### src/rtl/sfr_pkg.sv
package sfr_pkg;

    localparam int unsigned DATA_W    = 8;
    localparam int unsigned IDX_W     = 6;
    localparam int unsigned CFG_IDX_W = 2;

    // Configuration register indexes
    localparam logic [CFG_IDX_W-1:0] REG_PREAMBLE_FIRST  = 2'd0;
    localparam logic [CFG_IDX_W-1:0] REG_PREAMBLE_SECOND = 2'd1;
    localparam logic [CFG_IDX_W-1:0] REG_ESCAPE_CODE     = 2'd2;

    // Register reset values
    localparam logic [DATA_W-1:0] RST_PREAMBLE_FIRST  = 8'd170;
    localparam logic [DATA_W-1:0] RST_PREAMBLE_SECOND = 8'd85;
    localparam logic [DATA_W-1:0] RST_ESCAPE_CODE     = 8'd125;

    typedef enum logic [1:0] {
        ST_RECEIVE,
        ST_READ,
        ST_SHOW
    } t_rx_state;

    // Controller to datapath
    typedef struct packed {
        logic accept;
        logic rd_en;
        logic advance;
    } t_ctl_cmd;

    // Datapath to controller
    typedef struct packed {
        logic frame_good;
        logic idx_last;
    } t_dp_status;

endpackage

### src/rtl/sfr_ctrl.sv
module sfr_ctrl
    import sfr_pkg::*;
(
    input  logic       i_clk,
    input  logic       i_rst_n,
    input  logic       i_rx_valid,
    output logic       o_rx_stall,
    output logic       o_frame_valid,
    input  logic       i_frame_stall,
    input  t_dp_status i_status,
    output t_ctl_cmd   o_cmd
);

    t_rx_state r_state;
    t_rx_state n_state;

    // State register
    always_ff @(posedge i_clk) begin
        if (!i_rst_n) begin
            r_state <= ST_RECEIVE;
        end else begin
            r_state <= n_state;
        end
    end

    // Next state
    always_comb begin
        n_state = r_state;
        unique case (r_state)
            ST_RECEIVE: begin
                if (i_rx_valid && i_status.frame_good) begin
                    n_state = ST_READ;
                end
            end
            ST_READ: begin
                n_state = ST_SHOW;
            end
            ST_SHOW: begin
                if (!i_frame_stall) begin
                    n_state = i_status.idx_last ? ST_RECEIVE : ST_READ;
                end
            end
            default: begin
                n_state = ST_RECEIVE;
            end
        endcase
    end

    // Outputs
    always_comb begin
        o_cmd         = '0;
        o_rx_stall    = 1'b1;
        o_frame_valid = 1'b0;
        unique case (r_state)
            ST_RECEIVE: begin
                o_rx_stall   = 1'b0;
                o_cmd.accept = i_rx_valid;
            end
            ST_READ: begin
                o_cmd.rd_en = 1'b1;
            end
            ST_SHOW: begin
                o_frame_valid = 1'b1;
                o_cmd.advance = !i_frame_stall && !i_status.idx_last;
            end
            default: begin
                o_rx_stall = 1'b1;
            end
        endcase
    end

endmodule

### src/rtl/sfr_datapath.sv
module sfr_datapath
    import sfr_pkg::*;
#(
    parameter int unsigned PACKET_BYTES = 16
) (
    input  logic                 i_clk,
    input  logic                 i_rst_n,
    input  logic                 i_cfg_we,
    input  logic [CFG_IDX_W-1:0] i_cfg_index,
    input  logic [DATA_W-1:0]    i_cfg_data,
    input  logic [DATA_W-1:0]    i_rx_byte,
    input  t_ctl_cmd             i_cmd,
    output t_dp_status           o_status,
    output logic [DATA_W-1:0]    o_frame_byte,
    output logic [IDX_W-1:0]     o_byte_index,
    output logic                 o_last
);

    localparam int unsigned CW = $clog2(PACKET_BYTES);
    localparam logic [CW-1:0] LAST_IDX = CW'(PACKET_BYTES - 1);

    logic [DATA_W-1:0] r_preamble_first;
    logic [DATA_W-1:0] r_preamble_second;
    logic [DATA_W-1:0] r_escape_code;

    logic [DATA_W-1:0] r_mem [PACKET_BYTES];
    logic [DATA_W-1:0] r_rd_data;
    logic [CW-1:0]     r_rd_idx;

    logic [CW-1:0]     r_count;
    logic [DATA_W-1:0] r_sum;
    logic              r_in_frame;
    logic              r_seen;
    logic              r_esc_pend;

    logic              is_first;
    logic              is_second;
    logic              is_data;
    logic              count_full;
    logic [DATA_W-1:0] sum_next;

    // Configuration writes
    always_ff @(posedge i_clk) begin
        if (!i_rst_n) begin
            r_preamble_first  <= RST_PREAMBLE_FIRST;
            r_preamble_second <= RST_PREAMBLE_SECOND;
            r_escape_code     <= RST_ESCAPE_CODE;
        end else if (i_cfg_we) begin
            unique case (i_cfg_index)
                REG_PREAMBLE_FIRST:  r_preamble_first  <= i_cfg_data;
                REG_PREAMBLE_SECOND: r_preamble_second <= i_cfg_data;
                REG_ESCAPE_CODE:     r_escape_code     <= i_cfg_data;
                default: ;
            endcase
        end
    end

    // Classify the incoming byte; first preamble wins over second, then data
    assign is_first   = (i_rx_byte == r_preamble_first) && !r_esc_pend;
    assign is_second  = !is_first && (i_rx_byte == r_preamble_second)
                        && !r_esc_pend && r_seen;
    assign is_data    = !is_first && !is_second && r_in_frame
                        && ((i_rx_byte != r_escape_code) || r_esc_pend);
    assign count_full = (r_count == LAST_IDX);
    assign sum_next   = r_sum + i_rx_byte;

    assign o_status.frame_good = i_cmd.accept && is_data && count_full
                                 && (sum_next == '0);
    assign o_status.idx_last   = (r_rd_idx == LAST_IDX);

    // Frame tracking state
    always_ff @(posedge i_clk) begin
        if (!i_rst_n) begin
            r_count    <= '0;
            r_sum      <= '0;
            r_in_frame <= 1'b0;
            r_seen     <= 1'b0;
            r_esc_pend <= 1'b0;
        end else if (i_cmd.accept) begin
            r_esc_pend <= (i_rx_byte == r_escape_code) && !r_esc_pend;
            if (is_first) begin
                r_seen     <= 1'b1;
                r_in_frame <= 1'b0;
            end else if (is_second) begin
                r_in_frame <= 1'b1;
                r_count    <= '0;
                r_sum      <= '0;
            end else if (is_data) begin
                if (count_full) begin
                    r_count    <= '0;
                    r_sum      <= '0;
                    r_in_frame <= 1'b0;
                end else begin
                    r_count <= r_count + 1'b1;
                    r_sum   <= sum_next;
                end
            end
        end
    end

    // Frame store: write on data beats, registered read during readout
    always_ff @(posedge i_clk) begin
        if (i_cmd.accept && is_data) begin
            r_mem[r_count] <= i_rx_byte;
        end
        if (i_cmd.rd_en) begin
            r_rd_data <= r_mem[r_rd_idx];
        end
    end

    // Readout index: rewind while receiving, advance per output beat
    always_ff @(posedge i_clk) begin
        if (!i_rst_n) begin
            r_rd_idx <= '0;
        end else if (i_cmd.accept) begin
            r_rd_idx <= '0;
        end else if (i_cmd.advance) begin
            r_rd_idx <= r_rd_idx + 1'b1;
        end
    end

    assign o_frame_byte = r_rd_data;
    assign o_byte_index = IDX_W'(r_rd_idx);
    assign o_last       = o_status.idx_last;

endmodule

### src/rtl/stuffed_frame_receiver_top.sv
// Byte-stuffed frame receiver. Received bytes enter one per beat on the rx
// channel; a first preamble byte arms the receiver and aborts any open frame,
// a second preamble byte (once armed) opens a frame, and an escape byte makes
// the next byte literal. After PACKET_BYTES frame bytes, a frame whose
// modulo-256 byte sum is zero is sent out on the frame channel as
// PACKET_BYTES beats with byte_index and last; otherwise it is dropped.
// While receiving, the block takes one byte per clock. After a good frame the
// rx channel stalls through the readout, including any output stall: each
// output byte needs a registered read of the frame store (ST_READ) and then
// the output beat (ST_SHOW).
module stuffed_frame_receiver_top
    import sfr_pkg::*;
#(
    parameter int unsigned PACKET_BYTES = 16
) (
    input  logic                 i_clk,
    input  logic                 i_rst_n,
    input  logic                 i_cfg_we,
    input  logic [CFG_IDX_W-1:0] i_cfg_index,
    input  logic [DATA_W-1:0]    i_cfg_data,
    input  logic                 i_rx_valid,
    output logic                 o_rx_stall,
    input  logic [DATA_W-1:0]    i_rx_byte,
    output logic                 o_frame_valid,
    input  logic                 i_frame_stall,
    output logic [DATA_W-1:0]    o_frame_byte,
    output logic [IDX_W-1:0]     o_byte_index,
    output logic                 o_last
);

    t_ctl_cmd   cmd;
    t_dp_status status;

    // Sequencing of receive and readout
    sfr_ctrl u_ctrl (
        .i_clk         (i_clk),
        .i_rst_n       (i_rst_n),
        .i_rx_valid    (i_rx_valid),
        .o_rx_stall    (o_rx_stall),
        .o_frame_valid (o_frame_valid),
        .i_frame_stall (i_frame_stall),
        .i_status      (status),
        .o_cmd         (cmd)
    );

    // Deframing, checksum and frame store
    sfr_datapath #(
        .PACKET_BYTES (PACKET_BYTES)
    ) u_datapath (
        .i_clk        (i_clk),
        .i_rst_n      (i_rst_n),
        .i_cfg_we     (i_cfg_we),
        .i_cfg_index  (i_cfg_index),
        .i_cfg_data   (i_cfg_data),
        .i_rx_byte    (i_rx_byte),
        .i_cmd        (cmd),
        .o_status     (status),
        .o_frame_byte (o_frame_byte),
        .o_byte_index (o_byte_index),
        .o_last       (o_last)
    );

endmodule
### config.mk
export PLATFORM = sky130hd
export DESIGN_NAME = stuffed_frame_receiver_top
export DESIGN_NICKNAME = d
export VERILOG_FILES = /design/src/rtl/sfr_pkg.sv /design/src/rtl/sfr_ctrl.sv /design/src/rtl/sfr_datapath.sv /design/src/rtl/stuffed_frame_receiver_top.sv
export SDC_FILE = /design/constraint.sdc
export NUM_CORES = 1
export LEC_CHECK = 0
export BUFFER_PORTS_ARGS = -buffer_cell sky130_fd_sc_hd__buf_2
export CAP_MARGIN = 20
export CORE_ASPECT_RATIO = 0.7
export CORE_MARGIN = 1
export CORE_UTILIZATION = 60
export CTS_CLUSTER_DIAMETER = 50
export DETAILED_ROUTE_END_ITERATION = 12
export PLACE_DENSITY_LB_ADDON = 0.15
export SLEW_MARGIN = 40
export SYNTH_ARGS = -nofsm -noshare
export SYNTH_HDL_FRONTEND = slang
export SYNTH_SLANG_ARGS = --single-unit
### constraint.sdc
create_clock -name i_clk -period 4.9 [get_ports i_clk]
set_input_delay 0.98 -clock i_clk [delete_from_list [all_inputs] [get_ports i_clk]]
set_output_delay 0.98 -clock i_clk [all_outputs]
set_load 0.01 [all_outputs]
==> summary.md <==
| Metric | Value |
|---|---|
| Status | complete, no violations |
| Violation count after the first detailed-route iteration | 303 |
| Ys Warns | 0 |
| Port Buffers | 37 |
| I/O pins | 40 |
| Die Area | ~13,000 um^2 |
| Mapped Area | 7610 um^2 |
| Commonest non-fill, non-tap cell in the layout | edfxtp_1 |
| Slew HR | 51.9% |
| Most frequent cells in the layout | edfxtp_1 (136), nand2_1 (43), dfxtp_1 (43), mux4_2 (40), buf_2 (37) |
| Critical path start-end classification | primary input to flop |
| CTS buffer count | 17 |
| TritonRoute pass-1 iters | 6 |
| DR WL/cell | 22.2 um |
| Post-synth EDFFs | 136 |
| Overall routing resource usage | 25.9% |
| Psw | ~640 uW |
| Slowest cell on crit path | and2_1 |
| Clock Path Buffers | 2 |
| Post-route minimum period | roughly 3.0 ns |
| P_leak | 2.93 nW |
| Filler cells | 832 |
| Die X | 137 um |
| Non-Filler Instances | 697 |
| Sequential share of the synthesized area | between 60% and 70% |
| Reg-to-Reg End | u_datapath.o_frame_byte[1] |
| HPWL Detailed | 10,300 um |
| Antenna violations before repair | 0 |
| CP peak stage delay | 0.57 ns |
| # clock sinks | 181 |
| Hold Path Sink | u_datapath.r_seen |
| Worst Hold Path Cells | 1 |
| Skew-Pair Late Insertion Delay | around 0.42 ns |
| Area Overhead vs Synth | 11.7% |
| Crit. End Element | flop |
| Max-cap violation count | 0 |
| Final Hold Vio Count | 0 |
| H-tree depth | 4 |
| Ant. Diodes | 0 |
| # DRC | 0 |
| Reg-to-reg slack, setup | 2.36 ns |
| Worst reg-to-reg path cell count | 3 |
| Synthesis-stage register bit count | 181 |
| RR Startpoint | u_datapath.r_rd_idx[0] |
| Crit path launch type | primary input |
| Root cell of the clock tree | clkbuf_16 |
| Syn Area/Cell | 15.7 um^2 |
| Final Cycle Share | 61.4% |
| Number of nets in the layout | 558 |
| Synthesized instance count | 484 |
| Postcts setup bufs | 0 |
| Peak supply drop | 0.000263 V |
| Count of hold-fix buffers inserted at cts | 0 |
| HP Class | flop to flop |
| Maximum fanout along the worst path | 20 |
| CTS tree | done |
| Vias in the first global route | 4,065 |
| Worst-margin pin slew | 0.720 ns |
| Internal | 2.44 mW |
| Area leader, netlist | edfxtp_1 |
| Pwr dens | approximately 360 nW/um^2 |
| Post-route ant nets | 0 |
| Total gr overflow | 0 |
| Area share of the largest cell type after synthesis | a little over half |
| Netlist cell types | 52 |
| Primary FF master, synth | edfxtp_1 |
| Comb pwr share | 3.1% |
| CP cell instances | buf_2 -> xor2_1 -> nor4_2 -> a31oi_4 -> nand4b_4 -> nor3_1 -> and2_1 |
| Largest net degree at the start of global routing | 37 |
| Share of cells above drive strength 1 | a little under a quarter |
| RSZ-0062 raised after global routing | no |
| Ys async rst share | 0% |
| Setup TNS | 0 ns |
| Worst path required time | 4.95 ns |
| Setup violators final | 0 |
| PostCTS Resize Cnt | 0 |
| Clock Power Share | 43.1% |
| Die height | around 96 um |
| Starting density of the core | around three fifths |
| Synth area leaders | edfxtp_1 (54%), dfxtp_1 (12%), mux4_2 (12%), xnor2_1 (2.3%), mux2i_1 (2.2%) |
| Final wirelength | ~15,000 um |
| Rows | 34 |
| Final Util | 68.7% |
| Vias | 4,220 |
| GPL Wtd Cong | 0.795 |
| Clock skew | a little under 0.01 ns |
| Switching share of power | between 20 and 25% |
| Placeable Area | 12,400 um^2 |
| Mean number of vias per cell | 6.05 |
| Fmax | 332 MHz |
| First-pass GRT wire length | ~24,000 um |
| Hold_sp | u_datapath.r_seen |
| Clock slew at the register clock pins of the worst setup and hold paths | roughly 0.06 ns |
| Cells after DPL | approximately 670 |
| Total Power | 3.08 mW |
| Crit path DAT | 3.06 ns |
| Seq pwr share | 53.9% |
| Count of final max-slew check failures | 0 |
==> cell usage after synthesis, types with 6 or more instances <==
cell type	number
a21boi_0	7
clkbuf_1	11
ha_1	12
o21ai_0	6
mux2i_1	17
nor2b_1	6
mux4_2	40
xnor2_1	20
nand2_1	43
and2_1	12
nand3_1	17
edfxtp_1	136
nor2_1	27
xor2_1	14
dfxtp_1	45
==> state kept, by name (all words and copies together), names as in the netlist <==
name	count
u_ctrl.r_state	2
u_datapath.o_frame_byte	8
u_datapath.r_count	4
u_datapath.r_esc_pend	1
u_datapath.r_escape_code	8
u_datapath.r_in_frame	1
u_datapath.r_mem	128
u_datapath.r_preamble_first	8
u_datapath.r_preamble_second	8
u_datapath.r_rd_idx	4
u_datapath.r_seen	1
u_datapath.r_sum	8
==> layer usage <==
| metal | up-vias | GRT usage (%) | share of wire, % |
|---|---|---|---|
| met5 | - | 0 | 0 |
| met3 | 15 | 6.69 | 6.4 |
| met2 | 156 | 40.6 | 48 |
| met4 | 0 | 8.70 | 1.6 |
| li1 | 1911 | - | - |
| met1 | 2138 | 35.6 | 44 |
==> metrics by stage <==
| stage | area, um^2 | hold slack, ns | setup slack, ns |
|---|---|---|---|
| 4_1_cts | 8500 | 0.478 | 1.94 |
| 3_5_place_dp | 7930 | 0.463 | 1.52 |
| 3_3_place_gp | 7920 | 0.465 | 1.59 |
| 6_report | 8510 | 0.478 | 1.89 |
| 5_1_grt | 8510 | 0.496 | 1.70 |
| 2_1_floorplan | 7620 | 0.441 | 2.26 |
==> area by class of cell <==
type                       instances  area [um^2]  share of cell area, %
inverter                           5         18.8                  0.221
multi-input combinational        276         2500                   29.4
clock buffer                      17          425                   5.00
sequential                       181         4990                   58.6
tap                              162          203                   2.38
clock inverter                    15          153                   1.79
timing repair buffer              41          215                   2.53
==> cell families (layout without fill, tap and decap cells) <==
kind of cell	Yosys count	after routing	synth area share [%]
other	1	2	0.0493
flip-flops	181	181	65.5
AO/OA/AOI/OAI	34	34	3.32
multiplexers	57	57	14.1
AND/OR/NAND/NOR	136	136	9.22
XOR/XNOR	34	34	3.91
buffers and inverters	28	78	1.71
adder cells (fa/ha/maj)	13	13	2.24
==> power by group through the flow <==
stage / logic [mW] / registers [mW] / clock network, mW
final: 0.0945 / 1.66 / 1.32
after global routing: 0.105 / 1.66 / 1.40
after CTS: 0.0946 / 1.66 / 1.34
after detailed placement: 0.0941 / 1.69 / 0
after global placement: 0.0922 / 1.69 / 0
after floorplan: 0.0510 / 1.69 / 0
==> critical path, delay by kind of cell <==
kind                   cells  cell delay (ns)
XOR/XNOR                   1             0.23
AO/OA/AOI/OAI              1             0.28
buffers and inverters      1             0.37
AND/OR/NAND/NOR            4             1.19
==> worst max path at each step <==
stage	startpoint	to	slack [ns]	depth (start not counted)
after detailed placement	i_rx_byte[3]	u_datapath.r_mem[7][0]	1.52	7
after CTS	i_rx_byte[1]	u_datapath.r_mem[2][3]	1.94	7
after global placement	i_rx_byte[5]	u_datapath.r_mem[7][0]	1.59	7
final	i_rx_byte[3]	u_datapath.r_mem[2][7]	1.89	7
after global routing	i_rx_byte[1]	u_datapath.r_mem[7][4]	1.70	7
after floorplan	i_rx_byte[0]	u_ctrl.r_state[0]	2.26	8
(Power assumes the default switching activity.)
